<file path="src/hw/rtl/vnsd_pkg.sv">
// ----------------------------------------------------------------------------
// vnsd_pkg
// Shared types, constants and helpers of the video no-signal detector.
// ----------------------------------------------------------------------------
`default_nettype none

package vnsd_pkg;

  // Largest frame dimension; positions saturate at MaxFrameDim - 1
  localparam int unsigned MaxFrameDim = 4096;
  localparam int unsigned PosW        = $clog2(MaxFrameDim);
  localparam logic [PosW-1:0] PosMax  = PosW'(MaxFrameDim - 1);

  localparam int unsigned ColourW = 8;
  localparam int unsigned LfcW    = 15;
  localparam int unsigned CountW  = 16;

  // APB register map, register i at byte address 4*i
  localparam int unsigned AddrW  = 5;
  localparam int unsigned IndexW = 3;
  localparam logic [IndexW-1:0] RegDetectEnable = 3'd0;
  localparam logic [IndexW-1:0] RegDarkColour   = 3'd1;
  localparam logic [IndexW-1:0] RegLostCount    = 3'd2;
  localparam logic [IndexW-1:0] RegWinLeft      = 3'd3;
  localparam logic [IndexW-1:0] RegWinRight     = 3'd4;
  localparam logic [IndexW-1:0] RegWinTop       = 3'd5;
  localparam logic [IndexW-1:0] RegWinBottom    = 3'd6;

  typedef struct packed {
    logic                detect_enable;
    logic [ColourW-1:0]  thr_red;
    logic [ColourW-1:0]  thr_green;
    logic [ColourW-1:0]  thr_blue;
    logic [LfcW-1:0]     lost_frame_count;
    logic [PosW-1:0]     win_left;
    logic [PosW-1:0]     win_right;
    logic [PosW-1:0]     win_top;
    logic [PosW-1:0]     win_bottom;
  } cfg_t;

  // Register image after reset: detection on, loss count 40, the rest zero
  localparam cfg_t CfgReset = '{detect_enable: 1'b1, lost_frame_count: LfcW'(40),
                                default: '0};

  typedef struct packed {
    logic [ColourW-1:0] red;
    logic [ColourW-1:0] green;
    logic [ColourW-1:0] blue;
    logic               line_end;
    logic               frame_end;
  } pix_t;

  // Scan result for the pixel in the input register
  typedef struct packed {
    logic frame_done;
    logic window_dark;
  } scan_ev_t;

  function automatic logic [PosW-1:0] pos_advance(input logic [PosW-1:0] p);
    pos_advance = (p == PosMax) ? PosMax : p + 1'b1;
  endfunction

endpackage

`default_nettype wire

</file>
<file path="src/hw/rtl/vnsd_if.sv">
// ----------------------------------------------------------------------------
// vnsd_if
// Valid/ready channels of the detector: pixel stream in, frame verdict out.
// ----------------------------------------------------------------------------
`default_nettype none

interface vnsd_pix_if;
  logic       valid;
  logic       ready;
  logic [7:0] pix_red;
  logic [7:0] pix_green;
  logic [7:0] pix_blue;
  logic       line_end;
  logic       frame_end;

  modport source (output valid, pix_red, pix_green, pix_blue, line_end, frame_end,
                  input ready);
  modport sink   (input valid, pix_red, pix_green, pix_blue, line_end, frame_end,
                  output ready);
endinterface

interface vnsd_res_if;
  logic valid;
  logic ready;
  logic frame_pass;
  logic signal_lost;
  logic signal_regained;

  modport source (output valid, frame_pass, signal_lost, signal_regained,
                  input ready);
  modport sink   (input valid, frame_pass, signal_lost, signal_regained,
                  output ready);
endinterface

`default_nettype wire

</file>
<file path="src/hw/rtl/video_no_signal_detector.sv">
// ----------------------------------------------------------------------------
// video_no_signal_detector
// Frame-by-frame dark picture detection on a raster RGB stream.
// ----------------------------------------------------------------------------
//  channel   dir  handshake            payload
//  pix_i     in   valid/ready          pix_red/green/blue, line_end, frame_end
//  res_o     out  valid/ready          frame_pass, signal_lost, signal_regained
//  apb       in   psel/penable/pwrite  paddr[4:2] = register, pwdata/prdata
//
//  One pixel per cycle sustained unless a frame_end pixel waits on a full
//  result register. An accepted pixel sits in the input register; scan +
//  decision logic loads the result reg behind res_o.valid as it moves on.
//  Only frame_end pixels produce a transaction on res_o.
//  rst_ni zeroes position and dark count, sets the window flag and clears
//  both valid flags; registers come up with detection enabled and a loss
//  count of 40.
//  A stalled verdict only holds back a following frame_end pixel; ordinary
//  pixels keep flowing past it.
// ----------------------------------------------------------------------------
`default_nettype none

module video_no_signal_detector
  import vnsd_pkg::*;
(
  input  wire logic             clk_i,
  input  wire logic             rst_ni,
  vnsd_pix_if.sink              pix_i,
  vnsd_res_if.source            res_o,
  input  wire logic             psel,
  input  wire logic             penable,
  input  wire logic             pwrite,
  input  wire logic [AddrW-1:0] paddr,
  input  wire logic [31:0]      pwdata,
  output      logic [31:0]      prdata,
  output      logic             pready
);

  cfg_t     cfg;
  pix_t     pix_q;
  logic     in_valid_q, in_valid_d;
  logic     in_accept, adv, res_free;
  scan_ev_t ev;

  vnsd_cfg u_cfg (
    .clk_i   (clk_i),
    .rst_ni  (rst_ni),
    .psel    (psel),
    .penable (penable),
    .pwrite  (pwrite),
    .paddr   (paddr),
    .pwdata  (pwdata),
    .prdata  (prdata),
    .pready  (pready),
    .cfg_o   (cfg)
  );

  // Input register moves on unless a frame verdict is blocked by a full
  // result register.
  assign adv         = in_valid_q && (!pix_q.frame_end || res_free);
  assign pix_i.ready = !in_valid_q || adv;
  assign in_accept   = pix_i.valid && pix_i.ready;
  assign in_valid_d  = in_accept || (in_valid_q && !adv);

  always_ff @(posedge clk_i or negedge rst_ni) begin
    if (!rst_ni) begin
      in_valid_q <= 1'b0;
    end else begin
      in_valid_q <= in_valid_d;
    end
  end

  // Payload only, no reset needed
  always_ff @(posedge clk_i) begin
    if (in_accept) begin
      pix_q.red       <= pix_i.pix_red;
      pix_q.green     <= pix_i.pix_green;
      pix_q.blue      <= pix_i.pix_blue;
      pix_q.line_end  <= pix_i.line_end;
      pix_q.frame_end <= pix_i.frame_end;
    end
  end

  vnsd_scan u_scan (
    .clk_i  (clk_i),
    .rst_ni (rst_ni),
    .cfg_i  (cfg),
    .pix_i  (pix_q),
    .adv_i  (adv),
    .ev_o   (ev)
  );

  vnsd_decide u_decide (
    .clk_i      (clk_i),
    .rst_ni     (rst_ni),
    .cfg_i      (cfg),
    .ev_i       (ev),
    .adv_i      (adv),
    .res_free_o (res_free),
    .res        (res_o)
  );

  a_stall_hold: assert property (@(posedge clk_i) disable iff (!rst_ni)
    in_valid_q && !adv |=> in_valid_q && $stable(pix_q))
    else $error("held pixel lost while stalled");

endmodule

`default_nettype wire

</file>
<file path="src/hw/rtl/vnsd_cfg.sv">
// ----------------------------------------------------------------------------
// vnsd_cfg
// APB register file of the detector.
// ----------------------------------------------------------------------------
`default_nettype none

module vnsd_cfg
  import vnsd_pkg::*;
(
  input  wire logic             clk_i,
  input  wire logic             rst_ni,
  input  wire logic             psel,
  input  wire logic             penable,
  input  wire logic             pwrite,
  input  wire logic [AddrW-1:0] paddr,
  input  wire logic [31:0]      pwdata,
  output      logic [31:0]      prdata,
  output      logic             pready,
  output      cfg_t             cfg_o
);

  cfg_t              cfg_q, cfg_d;
  logic              wr_en;
  logic [IndexW-1:0] idx;

  assign pready = 1'b1;
  assign wr_en  = psel && penable && pwrite;
  assign idx    = paddr[AddrW-1:2];

  always_comb begin
    cfg_d = cfg_q;
    if (wr_en) begin
      case (idx)
        RegDetectEnable: cfg_d.detect_enable    = pwdata[0];
        RegDarkColour: begin
          cfg_d.thr_red   = pwdata[23:16];
          cfg_d.thr_green = pwdata[15:8];
          cfg_d.thr_blue  = pwdata[7:0];
        end
        RegLostCount:    cfg_d.lost_frame_count = pwdata[LfcW-1:0];
        RegWinLeft:      cfg_d.win_left         = pwdata[PosW-1:0];
        RegWinRight:     cfg_d.win_right        = pwdata[PosW-1:0];
        RegWinTop:       cfg_d.win_top          = pwdata[PosW-1:0];
        RegWinBottom:    cfg_d.win_bottom       = pwdata[PosW-1:0];
        default: ;
      endcase
    end
  end

  always_comb begin
    case (idx)
      RegDetectEnable: prdata = {31'd0, cfg_q.detect_enable};
      RegDarkColour:   prdata = {8'd0, cfg_q.thr_red, cfg_q.thr_green, cfg_q.thr_blue};
      RegLostCount:    prdata = {{(32-LfcW){1'b0}}, cfg_q.lost_frame_count};
      RegWinLeft:      prdata = {{(32-PosW){1'b0}}, cfg_q.win_left};
      RegWinRight:     prdata = {{(32-PosW){1'b0}}, cfg_q.win_right};
      RegWinTop:       prdata = {{(32-PosW){1'b0}}, cfg_q.win_top};
      RegWinBottom:    prdata = {{(32-PosW){1'b0}}, cfg_q.win_bottom};
      default:         prdata = 32'd0;
    endcase
  end

  always_ff @(posedge clk_i or negedge rst_ni) begin
    if (!rst_ni) begin
      cfg_q <= CfgReset;
    end else begin
      cfg_q <= cfg_d;
    end
  end

  assign cfg_o = cfg_q;

endmodule

`default_nettype wire

</file>
<file path="src/hw/rtl/vnsd_scan.sv">
// ----------------------------------------------------------------------------
// vnsd_scan
// Raster position tracking and window darkness test for each pixel.
// ----------------------------------------------------------------------------
`default_nettype none

module vnsd_scan
  import vnsd_pkg::*;
(
  input  wire logic     clk_i,
  input  wire logic     rst_ni,
  input  wire cfg_t     cfg_i,
  input  wire pix_t     pix_i,
  input  wire logic     adv_i,
  output      scan_ev_t ev_o
);

  logic [PosW-1:0] col_q, col_d;
  logic [PosW-1:0] row_q, row_d;
  logic            wdark_q, wdark_d;
  logic            in_window, dark_px, wdark_now;

  assign in_window = (col_q >= cfg_i.win_left) && (col_q < cfg_i.win_right) &&
                     (row_q >= cfg_i.win_top)  && (row_q < cfg_i.win_bottom);
  assign dark_px = (pix_i.red <= cfg_i.thr_red) && (pix_i.green <= cfg_i.thr_green) &&
                   (pix_i.blue <= cfg_i.thr_blue);
  assign wdark_now = wdark_q && !(in_window && !dark_px);

  assign ev_o.frame_done  = pix_i.frame_end;
  assign ev_o.window_dark = wdark_now;

  always_comb begin
    col_d   = col_q;
    row_d   = row_q;
    wdark_d = wdark_q;
    if (adv_i) begin
      if (pix_i.frame_end) begin
        col_d   = '0;
        row_d   = '0;
        wdark_d = 1'b1;
      end else if (pix_i.line_end) begin
        col_d   = '0;
        row_d   = pos_advance(row_q);
        wdark_d = wdark_now;
      end else begin
        col_d   = pos_advance(col_q);
        wdark_d = wdark_now;
      end
    end
  end

  always_ff @(posedge clk_i or negedge rst_ni) begin
    if (!rst_ni) begin
      col_q   <= '0;
      row_q   <= '0;
      wdark_q <= 1'b1;
    end else begin
      col_q   <= col_d;
      row_q   <= row_d;
      wdark_q <= wdark_d;
    end
  end

  a_frame_restart: assert property (@(posedge clk_i) disable iff (!rst_ni)
    adv_i && pix_i.frame_end |=> col_q == '0 && row_q == '0 && wdark_q)
    else $error("scan state not restarted after frame end");

endmodule

`default_nettype wire

</file>
<file path="src/hw/rtl/vnsd_decide.sv">
// ----------------------------------------------------------------------------
// vnsd_decide
// Dark frame counter, per-frame verdict and result register.
// ----------------------------------------------------------------------------
`default_nettype none

module vnsd_decide
  import vnsd_pkg::*;
(
  input  wire logic        clk_i,
  input  wire logic        rst_ni,
  input  wire cfg_t        cfg_i,
  input  wire scan_ev_t    ev_i,
  input  wire logic        adv_i,
  output      logic        res_free_o,
  vnsd_res_if.source       res
);

  logic [CountW-1:0] dark_q, dark_d, dark_new, thr;
  logic              fire;
  logic              valid_q, valid_d;
  logic              pass_q, lost_q, regain_q;
  logic              pass_d, lost_d, regain_d;

  assign fire = adv_i && ev_i.frame_done;
  assign thr  = (cfg_i.lost_frame_count == '0) ? CountW'(1)
                                               : CountW'(cfg_i.lost_frame_count);

  always_comb begin
    dark_new = dark_q;
    regain_d = 1'b0;
    if (ev_i.window_dark) begin
      if (dark_q <= thr) dark_new = dark_q + 1'b1;
    end else begin
      regain_d = (dark_q >= thr);
      dark_new = '0;
    end
    pass_d = (dark_new < thr);
    lost_d = (dark_new == thr);
    if (!cfg_i.detect_enable) begin
      dark_new = dark_q;
      pass_d   = 1'b1;
      lost_d   = 1'b0;
      regain_d = 1'b0;
    end
  end

  assign dark_d     = fire ? dark_new : dark_q;
  assign res_free_o = !valid_q || res.ready;
  assign valid_d    = fire || (valid_q && !res.ready);

  always_ff @(posedge clk_i or negedge rst_ni) begin
    if (!rst_ni) begin
      dark_q  <= '0;
      valid_q <= 1'b0;
    end else begin
      dark_q  <= dark_d;
      valid_q <= valid_d;
    end
  end

  always_ff @(posedge clk_i) begin
    if (fire) begin
      pass_q   <= pass_d;
      lost_q   <= lost_d;
      regain_q <= regain_d;
    end
  end

  assign res.valid           = valid_q;
  assign res.frame_pass      = pass_q;
  assign res.signal_lost     = lost_q;
  assign res.signal_regained = regain_q;

  a_lost_blocks: assert property (@(posedge clk_i) disable iff (!rst_ni)
    valid_q && lost_q |-> !pass_q)
    else $error("signal lost reported on a forwarded frame");

  a_excl: assert property (@(posedge clk_i) disable iff (!rst_ni)
    valid_q |-> !(lost_q && regain_q))
    else $error("lost and regained in the same frame");

  a_no_overwrite: assert property (@(posedge clk_i) disable iff (!rst_ni)
    fire |-> res_free_o)
    else $error("result register overwritten before it was taken");

endmodule

`default_nettype wire
</file>
<file path="src/flat_wrapper.sv">
// flat-port wrapper written by rule: the top's interface ports become plain ports
module video_no_signal_detector_flat import vnsd_pkg::*;
  (clk_i, rst_ni, psel, penable, pwrite, paddr, pwdata, prdata, pready, pix_i_valid, pix_i_pix_red, pix_i_pix_green, pix_i_pix_blue, pix_i_line_end, pix_i_frame_end, pix_i_ready, res_o_valid, res_o_frame_pass, res_o_signal_lost, res_o_signal_regained, res_o_ready);
  vnsd_pix_if pix_i_i ();
  vnsd_res_if res_o_i ();
  input  wire logic clk_i;
  input  wire logic rst_ni;
  input  wire logic psel;
  input  wire logic penable;
  input  wire logic pwrite;
  input  wire logic [AddrW-1:0] paddr;
  input  wire logic [31:0] pwdata;
  output      logic [31:0] prdata;
  output      logic pready;
  input wire logic [$bits(pix_i_i.valid)-1:0] pix_i_valid;
  input wire logic [$bits(pix_i_i.pix_red)-1:0] pix_i_pix_red;
  input wire logic [$bits(pix_i_i.pix_green)-1:0] pix_i_pix_green;
  input wire logic [$bits(pix_i_i.pix_blue)-1:0] pix_i_pix_blue;
  input wire logic [$bits(pix_i_i.line_end)-1:0] pix_i_line_end;
  input wire logic [$bits(pix_i_i.frame_end)-1:0] pix_i_frame_end;
  output wire logic [$bits(pix_i_i.ready)-1:0] pix_i_ready;
  output wire logic [$bits(res_o_i.valid)-1:0] res_o_valid;
  output wire logic [$bits(res_o_i.frame_pass)-1:0] res_o_frame_pass;
  output wire logic [$bits(res_o_i.signal_lost)-1:0] res_o_signal_lost;
  output wire logic [$bits(res_o_i.signal_regained)-1:0] res_o_signal_regained;
  input wire logic [$bits(res_o_i.ready)-1:0] res_o_ready;
  assign pix_i_i.valid = pix_i_valid;
  assign pix_i_i.pix_red = pix_i_pix_red;
  assign pix_i_i.pix_green = pix_i_pix_green;
  assign pix_i_i.pix_blue = pix_i_pix_blue;
  assign pix_i_i.line_end = pix_i_line_end;
  assign pix_i_i.frame_end = pix_i_frame_end;
  assign pix_i_ready = pix_i_i.ready;
  assign res_o_valid = res_o_i.valid;
  assign res_o_frame_pass = res_o_i.frame_pass;
  assign res_o_signal_lost = res_o_i.signal_lost;
  assign res_o_signal_regained = res_o_i.signal_regained;
  assign res_o_i.ready = res_o_ready;
  video_no_signal_detector u_core (.clk_i(clk_i), .rst_ni(rst_ni), .pix_i(pix_i_i), .res_o(res_o_i), .psel(psel), .penable(penable), .pwrite(pwrite), .paddr(paddr), .pwdata(pwdata), .prdata(prdata), .pready(pready));
endmodule
</file>
<file path="config.mk">
export PLATFORM = sky130hd
export DESIGN_NAME = video_no_signal_detector_flat
export DESIGN_NICKNAME = d
export VERILOG_FILES = /design/src/hw/rtl/vnsd_pkg.sv /design/src/hw/rtl/vnsd_if.sv /design/src/hw/rtl/video_no_signal_detector.sv /design/src/hw/rtl/vnsd_cfg.sv /design/src/hw/rtl/vnsd_scan.sv /design/src/hw/rtl/vnsd_decide.sv /design/src/flat_wrapper.sv
export SDC_FILE = /design/constraint.sdc
export NUM_CORES = 1
export LEC_CHECK = 0
export ABC_AREA = 1
export ABC_CLOCK_PERIOD_IN_PS = 4100
export BUFFER_PORTS_ARGS = -buffer_cell sky130_fd_sc_hd__buf_2
export CORE_MARGIN = 1.5
export CORE_UTILIZATION = 60
export DETAILED_ROUTE_END_ITERATION = 10
export GPL_ROUTABILITY_DRIVEN = 0
export PLACE_DENSITY = 0.87
export SYNTH_ARGS = -nofsm -noshare
export SYNTH_HDL_FRONTEND = slang
export SYNTH_SLANG_ARGS = --single-unit
</file>
<file path="constraint.sdc">
create_clock -name clk_i -period 4.1 [get_ports clk_i]
set_input_delay 0.205 -clock clk_i [delete_from_list [all_inputs] [get_ports clk_i]]
set_output_delay 0.205 -clock clk_i [all_outputs]
set_load 0.02 [all_outputs]
</file>
## After elaboration in Yosys (flattened, before gate mapping)

Cells that the tools add are included.

| storage, ports and cells | value |
|---|---|
| word-level logic and storage cells | 96 |
| memories | 0 |
| output and inout bits | 38 |
| bits in registers | 160 |
| bits in read-only memories | 0 |
| memory bits (writable) | 0 |
| latch bits | 0 |
| bits of input ports | 70 |

| operators by class | value |
|---|---|
| shifts and indexed selects | 0 |
| $lt $le $gt $ge | 10 |
| multiply operators | 0 |
| eq/ne operators | 9 |
| reduce and logical (&&, ||, !) cells | 39 |
| $add $sub $neg | 3 |
| muxes and demuxes | 11 |
| bitwise logic cells | 1 |
| divide/modulo/power cells | 0 |

Operators by type and width:

| operator | number |
|---|---|
| $pmux W24 S7 | 1 |
| $mux W12 | 6 |
| $mux W16 | 2 |
| $add A12 B1 Y12 const B | 2 |
| $eq A12 B12 Y1 const B | 2 |
| $ge A12 B12 Y1 | 2 |
| $le A8 B8 Y1 | 3 |
| $lt A12 B12 Y1 | 2 |
| $reduce_and A2 Y1 | 9 |
| $add A16 B1 Y16 const B | 1 |
| $eq A16 B15 Y1 | 1 |
| $ge A16 B15 Y1 | 1 |
| $le A16 B15 Y1 | 1 |
| $lt A16 B15 Y1 | 1 |
| $logic_not A15 Y1 | 1 |
| $mux W15 | 1 |
| $logic_and A1 B1 Y1 | 14 |
| $eq A3 B3 Y1 const B | 3 |
| $logic_not A1 Y1 | 7 |
| $eq A3 B2 Y1 const B | 2 |
| $logic_or A1 B1 Y1 | 5 |
| $eq A3 B1 Y1 const B | 1 |
| $logic_not A3 Y1 | 1 |
| $reduce_bool A2 Y1 | 1 |
| 3 further kinds | 3 |

## Depth between registers and ports, before layout

| logic depth | value |
|---|---|
| word-level depth | 9 |
| depth in mapped cells | 28 |
| gate-level depth less buffers | 28 |

## Hierarchy

Synthesis repeated with hierarchy kept, for this count alone.

| unflattened totals | value |
|---|---|
| cell total of the unflattened synthesis | 1488 |
| area, all modules | 11056.9 um^2 |

Modules (own cells, without submodules):

| module | instances | area each (um^2) | seq. area each (um^2) | cells each |
|---|---|---|---|---|
| vnsd_cfg | 1 | 4458.0 | 2205.9 | 586 |
| vnsd_scan | 1 | 3433.3 | 626.9 | 529 |
| vnsd_decide | 1 | 2323.5 | 515.5 | 339 |
| video_no_signal_detector | 1 | 842.1 | 805.8 | 34 |

## Least setup slack after synthesis

Ideal clock, no wire load.

| path | value |
|---|---|
| path type | register to register |
| start | register u_core.u_cfg.cfg_q, in the netlist u_core.u_cfg.cfg_o[58] |
| end | register u_core.u_decide.pass_q (netlist: u_core.u_decide.res.frame_pass), data pin |
| clock period less this slack | 3185 ps |
| data required time | 3847 ps |
| library setup time | 253 ps |
| setup slack | 915 ps |
| path buffers | 0 |
| stages on the path, launching flop included | 26 |
| data arrival time | 2933 ps |
| cells stage by stage | dfrtp_1 > nor4_1 > nand4_1 > o41ai_1 > ha_1 > inv_1 > nand2_1 > nand2_1 > nand2_1 > nand2_1 > nand2_1 > nand2_1 > nand2_1 > nand2_2 > nand2_4 > inv_2 > o21ai_0 > nor2_2 > ha_1 > inv_1 > o21bai_1 > a31oi_1 > o221ai_1 > nand4_1 > nand2_1 > nand2_1 |

| on the way | value |
|---|---|
| longest elaborated chain between the ends | 6 |

RTL lines:

| what | RTL line | text |
|---|---|---|
| from (decl) | vnsd_cfg.sv:22 | `cfg_t cfg_q, cfg_d;` |
| from (signal assigned) | vnsd_cfg.sv:65 | `cfg_q <= CfgReset;` |
| from (signal assigned) | vnsd_cfg.sv:67 | `cfg_q <= cfg_d;` |
| $logic_not A15 Y1 | vnsd_decide.sv:26 | `assign thr = (cfg_i.lost_frame_count == '0) ? CountW'(1)` |
| $mux W15 (*) | vnsd_decide.sv:26 |  |
| $le A16 B15 Y1 | vnsd_decide.sv:33 | `if (dark_q <= thr) dark_new = dark_q + 1'b1;` |
| $mux W16 | vnsd_decide.sv:33 |  |
| $mux W16 | vnsd_decide.sv:32 | `if (ev_i.window_dark) begin` |
| $lt A16 B15 Y1 (*) | vnsd_decide.sv:38 | `pass_d = (dark_new < thr);` |
| to (signal assigned) | vnsd_decide.sv:64 | `pass_q <= pass_d;` |
| to (decl) | vnsd_decide.sv:22 | `logic pass_q, lost_q, regain_q;` |

Every way passes the cells marked *; elsewhere a longest branch is shown, timed or not.
A chain may end at the register's enable or synchronous reset.

## Final worst setup path

Same ends and word-level chain as after synthesis.

==> summary.txt <==
Run status
  • Status: complete, no violations

Critical path
  • Slowest-stage cell, CP: dfrtp_1
  • CP Max Fanout: 18
  • Worst EP required: 4.28 ns
  • FF-to-FF Start: u_core.u_cfg.cfg_o[58]
  • Worst path most repeated cell: nand2_1
  • Worst path buffer plus inverter count: 3
  • R2R Setup Slk: about 0.30 ns
  • Setup CP Type: reg -> reg
  • Worst r2r path cells: 25
  • CP startpoint kind: flip-flop
  • Worst r2r dst: u_core.u_decide.res.frame_pass
  • Worst Setup SP: u_core.u_cfg.cfg_o[58]
  • CP Capture Type: flip-flop
  • CP delay by family, top: simple AND/OR/NAND/NOR gates
  • Cell count along the critical path: 25
  • WP data arrival: 3.98 ns
  • CP peak stage delay: roughly 0.4 ns
  • End of the critical path: u_core.u_decide.res.frame_pass

STA
  • Worst slew pin tran: between 0.9 and 1 ns
  • Tcrit/Tclk final: between 90% and 100%
  • Slew HR: between 30% and 40%
  • Max Slew Vio Count: 0
  • Setup TNS: 0 ns
  • Fmax: roughly 0.26 GHz
  • Count of final hold-check violations: 0
  • Final Skew: around 0.0084 ns
  • Minimum clock period after layout: roughly 3.8 ns
  • Crit path setup slack, layout: approximately 0.3 ns
  • Setup Viol. Count Final: 0

Routing
  • Remaining antenna violation count: 0
  • 1st-pass router iterations: 8
  • Vias per cell: 5.73
  • Vias: roughly 9000
  • DRT Wirelength: between 20000 and 30000 um
  • Avg WL per Cell: 16.9 um
  • DRC violations left: 0
  • 1st-iter DRT viols: roughly 1100

Die
  • Chip width: 132 um
  • Initial Utilization: approximately 62%
  • Placement Rows: 46
  • IO Pins: 108
  • Die H: ~130 um
  • Die area: approximately 0.017 mm^2
  • Core area: 0.0161 mm^2

Clocking
  • Worst-path clk slew: approximately 0.070 ns
  • CTS tree: done
  • Worst-Skew Late Latency: between 0.4 and 0.5 ns
  • CTS H-tree lvls: 4
  • Bufs on Longest Clock Path: 2
  • Clk sinks: 160
  • Root Driver: clkbuf_16
  • Num CTS Buffers: 17

Power
  • Power Density: 515 mW/mm^2
  • Total power: roughly 5900 uW
  • Leak pwr: ~0.0057 uW
  • Peak supply drop: 0.000392 V

Synth
  • Top-area cell type share of the netlist area: around a third
  • Post-synth top area cell: dfrtp_1
  • Synth Register Bits: 160
  • Async set-reset flop share out of synthesis: ~80%
  • Warnings from Yosys: 0
  • Sequential area share after synthesis: 41.7%
  • EDFF count, synth: 29
  • Post-synthesis cell type count: 48
  • Prevailing post-synth register cell: dfrtp_1
  • Cells after Synth: 1222
  • Top post-synthesis cells by area: dfrtp_1, ha_1, nand2_1
  • Mapped Area: between 0.009 and 0.01 mm^2
  • Average size of a mapped cell: about 8.2 um^2

Global routing
  • Largest net degree at the start of global routing: 107
  • GRT overflow: 0
  • Initial antenna violation count: 1
  • Number of global-route vias before repair: 8768
  • GRT Util Overall: between 30% and 40%
  • Global-route wire length before repair: roughly 43000 um

Place
  • DP Area: 0.0106 mm^2
  • DP HPWL: between 15000 and 20000 um
  • IO buf count: between 80 and 90
  • Worst slack at placement: 0.188 ns

Final layout
  • Synth-to-layout area growth: 14.9%
  • Area occupied by multi-input gates: 0.00484 mm^2
  • Fillers: 1168
  • Nets@finish: approximately 1500
  • FF+latch area: slightly above 0.004 mm^2
  • Finished Cell Area: between 0.01 and 0.015 mm^2
  • Layout cell share with drive strength beyond 1: between 10% and 20%

Hold path
  • Hold Path Class: in -> reg
  • Hold_sp: pwdata[7]

Flow run
  • Maxcap violations: 0
## per-layer routing
| layer | wire length, um | track usage (%) | vias up |
|---|---|---|---|
| li1 | - | - | 4235 |
| met1 | 10500 | 39.3 | 4201 |
| met2 | 12700 | 51.8 | 449 |
| met3 | 2360 | 7.19 | 79 |
| met4 | 895 | 11.7 | 0 |
| met5 | 0 | 0 | - |
## tightest hold or removal path, cell delays in order
cell and delay, ns:
buf_2 0.10, nand2_1 0.05, o21ai_0 0.06
## state kept, by name, indices dropped and copies added (netlist names)
name                                 flops
u_core.in_valid_q                        1
u_core.u_decide.res.signal_regained      1
u_core.u_scan.col_q                     12
u_core.u_decide.res.signal_lost          1
u_core.u_scan.wdark_q                    1
u_core.pix_q                            26
u_core.u_decide.res.valid                1
u_core.u_decide.res.frame_pass           1
u_core.u_scan.row_q                     12
u_core.u_decide.dark_q                  16
u_core.u_cfg.cfg_o                      88
## worst min-delay path by stage
stage                                         to  slack (ns)  cells after the start
final                      u_core.u_cfg.cfg_o[7]       0.005                      3
after global routing      u_core.u_cfg.cfg_o[83]        0.02                      3
after CTS                  u_core.u_cfg.cfg_o[7]       0.001                      3
after detailed placement         u_core.pix_q[1]        0.38                      1
after global placement           u_core.pix_q[0]        0.38                      1
after floorplan                u_core.in_valid_q       -0.09                      0
## synthesized netlist by cell type, types with 2 or more instances
library cell / number
inv_2: 6
a21o_1: 5
o21a_1: 2
nand2_2: 3
edfxtp_1: 29
nor3_1: 7
buf_2: 8
nand3_2: 4
o21bai_1: 2
nand2_4: 4
nand4_1: 14
nor4_1: 5
a31oi_1: 2
a21oi_2: 3
dfstp_2: 4
xor2_1: 12
nor3_4: 3
nand3_1: 29
dfrtp_1: 127
o21ai_0: 111
o21ai_1: 18
nand2_1: 277
conb_1: 2
ha_1: 103
a221oi_1: 9
a21oi_1: 55
o221ai_1: 12
nor2_2: 18
o22ai_1: 29
nor2_1: 63
a211oi_2: 2
buf_4: 9
a211oi_1: 2
nor3_2: 4
clkbuf_1: 18
buf_8: 2
inv_1: 208
## area by class of cell
type	instances	area share (%)
diodes	1	0.0218
flip-flops and latches	160	36.3
repair buffers	125	6.96
clock buffers	17	3.71
clock inverters	15	1.34
multi-input cells	816	42.3
well taps	216	2.36
inverters	215	7.05
## layout by cell type (no fill, tap or decap), drive strengths merged, types with 29 or more instances in the layout
cell type and count:
o21ai 129, nand3 33, inv 221, buf 96, dlygate4sd3 29, dfrtp 127
a21oi 58, nor2 82, nand2 284, edfxtp 29, o22ai 29, ha 103
## stage by stage
stage	utilization (%)	hold WS [ns]	std cells
final	71.3	0.00487	1565
after detailed placement	65.8	0.383	1503
after CTS	71.2	0.00108	1564
after global placement	65.8	0.382	1503
after floorplan	-	-0.0906	1229
after global routing	71.3	0.0173	1564
## power by group
part | switching (uW) | internal, uW | leakage [uW]
Sequential | 255 | 1900 | 0.00192
Combinational | 1350 | 812 | 0.00352
Clock | 721 | 856 | 0.000284
## kinds of logic after synthesis
| family | share of synthesized area [%] |
|---|---|
| other | 0.0754 |
| DFF | 41.7 |
| xor gates and xnor gates | 1.05 |
| adders and majority gates | 12.9 |
| and+or+nand+nor | 19.1 |
| AOI/OAI and AO/OA | 14.9 |
| buffers and inverters | 10.2 |
## timing repair
action / 4_1_cts / 5_1_grt
setup buffers: 0 / 0
gates resized for setup: 0 / 4
endpoints found under the hold margin: 131 / 0
hold buffers: 29 / 0
endpoints found under the setup margin: 0 / 2
No activity file was read; power rests on OpenSTA's default activity.
